==> src/sv/canonical_huffman_decoder_defines.svh <==
// ----------------------------------------------------------------------------
// Canonical Huffman decoder assertion macros
// Shared property wrappers for the checks at the end of the decoder.
// ----------------------------------------------------------------------------
`ifndef CANONICAL_HUFFMAN_DECODER_DEFINES_SVH
`define CANONICAL_HUFFMAN_DECODER_DEFINES_SVH

// Clocked check, suspended while reset is asserted.
`define CHD_ASSERT(label, clk, rst_n, prop, msg) \
	label: assert property (@(posedge clk) disable iff (!rst_n) prop) else $error(msg);

// Clocked check that is also evaluated during reset.
`define CHD_ASSERT_ALWAYS(label, clk, prop, msg) \
	label: assert property (@(posedge clk) prop) else $error(msg);

`endif

==> src/sv/chd_pkg.sv <==
// ----------------------------------------------------------------------------
// Canonical Huffman decoder package
// Payload types, operation and result codes, and default parameter values.
// ----------------------------------------------------------------------------
`timescale 1ns / 1ps
`default_nettype none
package chd_pkg;

	localparam int MAX_LEN_DEF  = 15;
	localparam int ALPHABET_DEF = 256;

	// Operation codes of an input request.
	localparam logic [1:0] OP_LOAD  = 2'd0;
	localparam logic [1:0] OP_BUILD = 2'd1;
	localparam logic [1:0] OP_DATA  = 2'd2;

	// Result kinds.
	localparam logic [1:0] KIND_SYMBOL = 2'd0;
	localparam logic [1:0] KIND_READY  = 2'd1;
	localparam logic [1:0] KIND_ERROR  = 2'd2;

	typedef struct packed {
		logic [1:0] op;
		logic [7:0] symbol_index;
		logic [3:0] code_length;
		logic [7:0] data_byte;
		logic [3:0] valid_bits;
	} in_t;

	typedef struct packed {
		logic [1:0]  kind;
		logic [7:0]  symbol;
		logic [31:0] decoded_count;
		logic        last;
	} out_t;

	// Write request into the code length store.
	typedef struct packed {
		logic       en;
		logic [7:0] addr;
		logic [3:0] len;
	} len_wr_t;

endpackage
`default_nettype wire

==> src/sv/chd_len_store.sv <==
// ----------------------------------------------------------------------------
// Code length store
// Synchronous memory of per-symbol code lengths with reset-cleared valid bits.
// ----------------------------------------------------------------------------
`timescale 1ns / 1ps
`default_nettype none
module chd_len_store #(
	parameter int ALPHABET = chd_pkg::ALPHABET_DEF
) (
	input  wire logic              clk,
	input  wire logic              arst_n,
	input  wire chd_pkg::len_wr_t  wr,
	input  wire logic [$clog2(ALPHABET)-1:0] rd_addr,
	output logic [3:0]             rd_len
);
	import chd_pkg::*;

	localparam int AW = $clog2(ALPHABET);

	logic [3:0]          mem [0:ALPHABET-1];
	logic [ALPHABET-1:0] valid_q;
	logic [3:0]          rd_data_q;
	logic                rd_valid_q;

	// Memory write and registered read.
	always_ff @(posedge clk) begin
		if (wr.en) begin
			mem[wr.addr[AW-1:0]] <= wr.len;
		end
		rd_data_q <= mem[rd_addr];
	end

	// An entry never loaded since reset reads as length zero.
	always_ff @(posedge clk or negedge arst_n) begin
		if (!arst_n) begin
			valid_q    <= '0;
			rd_valid_q <= 1'b0;
		end else begin
			if (wr.en) begin
				valid_q[wr.addr[AW-1:0]] <= 1'b1;
			end
			rd_valid_q <= valid_q[rd_addr];
		end
	end

	assign rd_len = rd_valid_q ? rd_data_q : 4'd0;
endmodule
`default_nettype wire

==> config.mk <==
export PLATFORM = sky130hd
export DESIGN_NAME = chd_len_store
export DESIGN_NICKNAME = d
export VERILOG_FILES = /design/src/sv/canonical_huffman_decoder_defines.svh /design/src/sv/chd_pkg.sv /design/src/sv/chd_len_store.sv
export SDC_FILE = /design/constraint.sdc
export NUM_CORES = 1
export LEC_CHECK = 0
export BUFFER_PORTS_ARGS = -buffer_cell sky130_fd_sc_hd__buf_2
export CAP_MARGIN = 20
export CELL_PAD_IN_SITES_DETAIL_PLACEMENT = 1
export CELL_PAD_IN_SITES_GLOBAL_PLACEMENT = 2
export CORE_ASPECT_RATIO = 1.25
export CORE_MARGIN = 5
export CORE_UTILIZATION = 49
export CTS_BUF_LIST = sky130_fd_sc_hd__clkbuf_16
export DETAILED_ROUTE_END_ITERATION = 16
export PLACE_DENSITY = 0.86
export SLEW_MARGIN = 10
export SYNTH_ARGS = -nofsm -noshare
export SYNTH_HDL_FRONTEND = slang
export SYNTH_SLANG_ARGS = --single-unit
export TNS_END_PERCENT = 50
==> constraint.sdc <==
create_clock -name clk -period 2.7 [get_ports clk]
set_input_delay 0.54 -clock clk [delete_from_list [all_inputs] [get_ports clk]]
set_output_delay 0.54 -clock clk [all_outputs]
set_load 0.1 [all_outputs]
==> flow_metrics.py <==
metrics = {
    "status": {
        "status": "finished, violations left",
        "violated_checks": "negative setup slack",
    },
    "sta": {
        "finClkSkew_ps": 48.71,
        "final_period_minus_worst_setup_slack_ps": 2815,
        "setup_viol": 2,
        "max_freq_ghz": 0.3553,
        "finalWorstSetupSlack_ps": -114.7,
        "setup_repair_after_global_routing_missed_its_margin": "no",
        "finalCritPeriodShare_pct": 104.2,
        "timing_hold_violations_final": 0,
        "max_slew_headroom_at_the_worst_pin_pct": 19.91,
        "tightest_slew_ps": 1194,
        "timing_max_transition_violations_final": 0,
        "hold_ws_ps": 195.6,
    },
    "flow_run": {
        "maxCapViolations": 0,
    },
    "synth": {
        "synth_warnings": 0,
        "synth_enable_flop_cells": 1024,
        "yosys.area.top_type_share_pct": 60.50,
        "post_synth.cell_area_avg_sq_um": 18.34,
        "async_flop_share_pct": 20.00,
        "synth_cell_types": 47,
        "most_repeated_cell_in_the_gate_level_netlist_after_synthesis": "edfxtp_1",
        "syn_area_sq_um": 50820,
        "ys_seq_area_share_pct": 73.32,
        "synth.area.top_cells": "edfxtp_1, dfrtp_1, mux4_2, or2_2, mux2i_1",
        "postSynthNetCount": 2794,
        "synth.ff_latch_count": 1285,
        "synth_instances": 2771,
        "post_synth_most_frequent_cells": "edfxtp_1, mux4_2, nor2_1",
        "synth_top_area_cell": "edfxtp_1",
        "synthFlopType": "edfxtp_1",
    },
    "place": {
        "dpl.hpwl_um": 94110,
        "pre_cts_ws_ps": -628.8,
        "place.detailed.instances": 4287,
        "post_dp_cell_area_sq_um": 54970,
        "place.gp.congestion": 0.8448,
        "io_buffers": 26,
    },
    "floorplan": {
        "io_pins": 27,
        "rows": 132,
        "die-height_um": 370.1,
        "dieArea_sq_um": 110300,
        "initial_utilization_pct": 49.16,
        "core-area_sq_um": 103400,
        "fp.dieW_um": 298.1,
    },
    "drt": {
        "postRouteAntennaNets": 0,
        "drcViolationCount": 0,
        "drt_iter0_markers": 2973,
        "route.detailed.vias_per_inst": 6.287,
        "route.final.wire_length_um": 146100,
        "routed_wire_length_per_instance_um": 32.38,
        "initial_drt_pass_iterations": 5,
        "vias_after_detailed_routing": 28361,
    },
    "clocking": {
        "tritoncts": "yes",
        "worst_setup_hold_path_clk_slew_ps": 70,
        "clockBufferDepth": 3,
        "clkLatencyLatePin_ps": 730,
        "clock_sink_count": 1285,
        "postCtsSetupBuffers": 0,
        "cts_htree_levels": 3,
        "cts_buffers": 117,
        "ctsRootBufferMaster": "clkbuf_16",
    },
    "global_routing": {
        "number_of_antenna_violations_at_the_first_check_in_global_routing": 2,
        "grt_pass1_vias": 31134,
        "grt_remaining_overflow": 0,
        "groute.usage.overall_pct": 26.59,
        "grt_max_degree": 80,
        "grt_first_pass_wirelength_um": 216800,
    },
    "hold_path": {
        "hold_path_class": "in -> reg",
    },
    "layout": {
        "finish.cell_count_without_fillers": 4511,
        "layout.cell_area.non_filler_sq_um": 59020,
        "final_nets": 3090,
        "syn_to_final_growth_pct": 16.12,
        "final_layout_size_suffix_gt1_share_pct": 33.45,
    },
    "worst_setup_path": {
        "cp_data_arrival_time_ps": 3490,
        "crit_type": "in -> reg",
        "start_kind": "primary input",
        "worstPathRequired_ps": 3370,
        "worst-path-max-fanout": 19,
        "critical_path.endpoint_type": "flop",
    },
    "pwr": {
        "static-leakage-power_uw": 0.02169,
        "finalPower_uw": 42210,
        "vdd_drop_max_mv": 0.5250,
        "powerDensity_nw_per_um2": 715.3,
    },
}
==> path summary, 6_finish.rpt <==
| path | depth (start not counted) | to | slack, ps | from |
|---|---|---|---|---|
| max reg2reg | 9 | rd_data_q[0] | -30 | mem[109][0] |
| min in group asynchronous | 2 | valid_q[14] | 320 | arst_n |
| max | 12 | rd_data_q[0] | -110 | rd_addr[0] |
| max in group asynchronous | 3 | valid_q[235] | 1510 | arst_n |
| min reg2reg | 1 | valid_q[242] | 470 | valid_q[242] |
| min | 1 | mem[57][2] | 200 | wr[2] |
==> area by class of cell <==
class	instances	area, sq um
antenna	2	5.005
sequential	1285	37260
clock buffer	120	3003
multi-input combinational	1327	12770
tap	1340	1677
timing repair buffer	334	3278
inverter	2	7.507
clock inverter	101	1016
fill	9032	44370
==> through the flow <==
step	utilization, %	setup TNS (ps)
finish	57.08	-196.5
global route	57.08	0
CTS	57.07	0
detailed placement	53.17	-2768
global placement	53.17	-2586
floorplan	-	0
==> worst max-delay path: stages <==
cell and delay, ps:
buf_8 160, buf_12 250, buf_12 190, mux2i_1 90, o221ai_1 240, buf_4 170
nand2_1 70, a21oi_1 800, o21ai_0 320, nor4_1 320, buf_4 210, or3_1 120
==> routing by layer <==
layer  global-route usage (%)  vias to the layer above  part of all wire, %
met4                    13.03                        0                  5.3
li1                         -                    11485                    -
met2                    45.77                     1344                   51
met5                        0                        -                    0
met3                    3.563                      342                  6.4
met1                    33.59                    15190                   37
==> where the power goes <==
| group | internal (uW) | leakage [uW] | total, uW | switching, uW |
|---|---|---|---|---|
| clock network | 9900 | 0.00203 | 17400 | 7510 |
| logic | 1200 | 0.00693 | 2850 | 1650 |
| registers | 21700 | 0.0127 | 22000 | 211 |
==> flip-flops by register name (all words and copies together) (netlist names) <==
name	flops
rd_valid_q	1
valid_q	256
rd_data_q	4
mem	1024
==> kinds of logic after synthesis <==
family,Yosys count,share of synthesized area (%)
muxes,443,15.58
buffers and inverters,159,1.590
and+or+nand+nor,691,6.753
DFF,1285,73.32
AOI/OAI and AO/OA,193,2.760
==> layout by cell type, fill, tap and decap left out, types with 20 or more instances in the layout <==
cell       instances
a21oi_1           25
mux4_2           278
nand2_1           64
nor2_1           273
clkinv_1          20
edfxtp_1        1024
o221ai_1          54
buf_4            246
or2_2            258
clkinv_2          21
clkbuf_16        120
o22ai_1           36
nand3_1           36
buf_12            62
dfrtp_1          257
mux2i_1          160
inv_1             22
==> timing repair <==
action,CTS,global route
hold buffers,1,0
setup endpoints to repair,0,1
resized for setup,0,2
hold endpoints to repair,46,0
(Power assumes the default switching activity.)
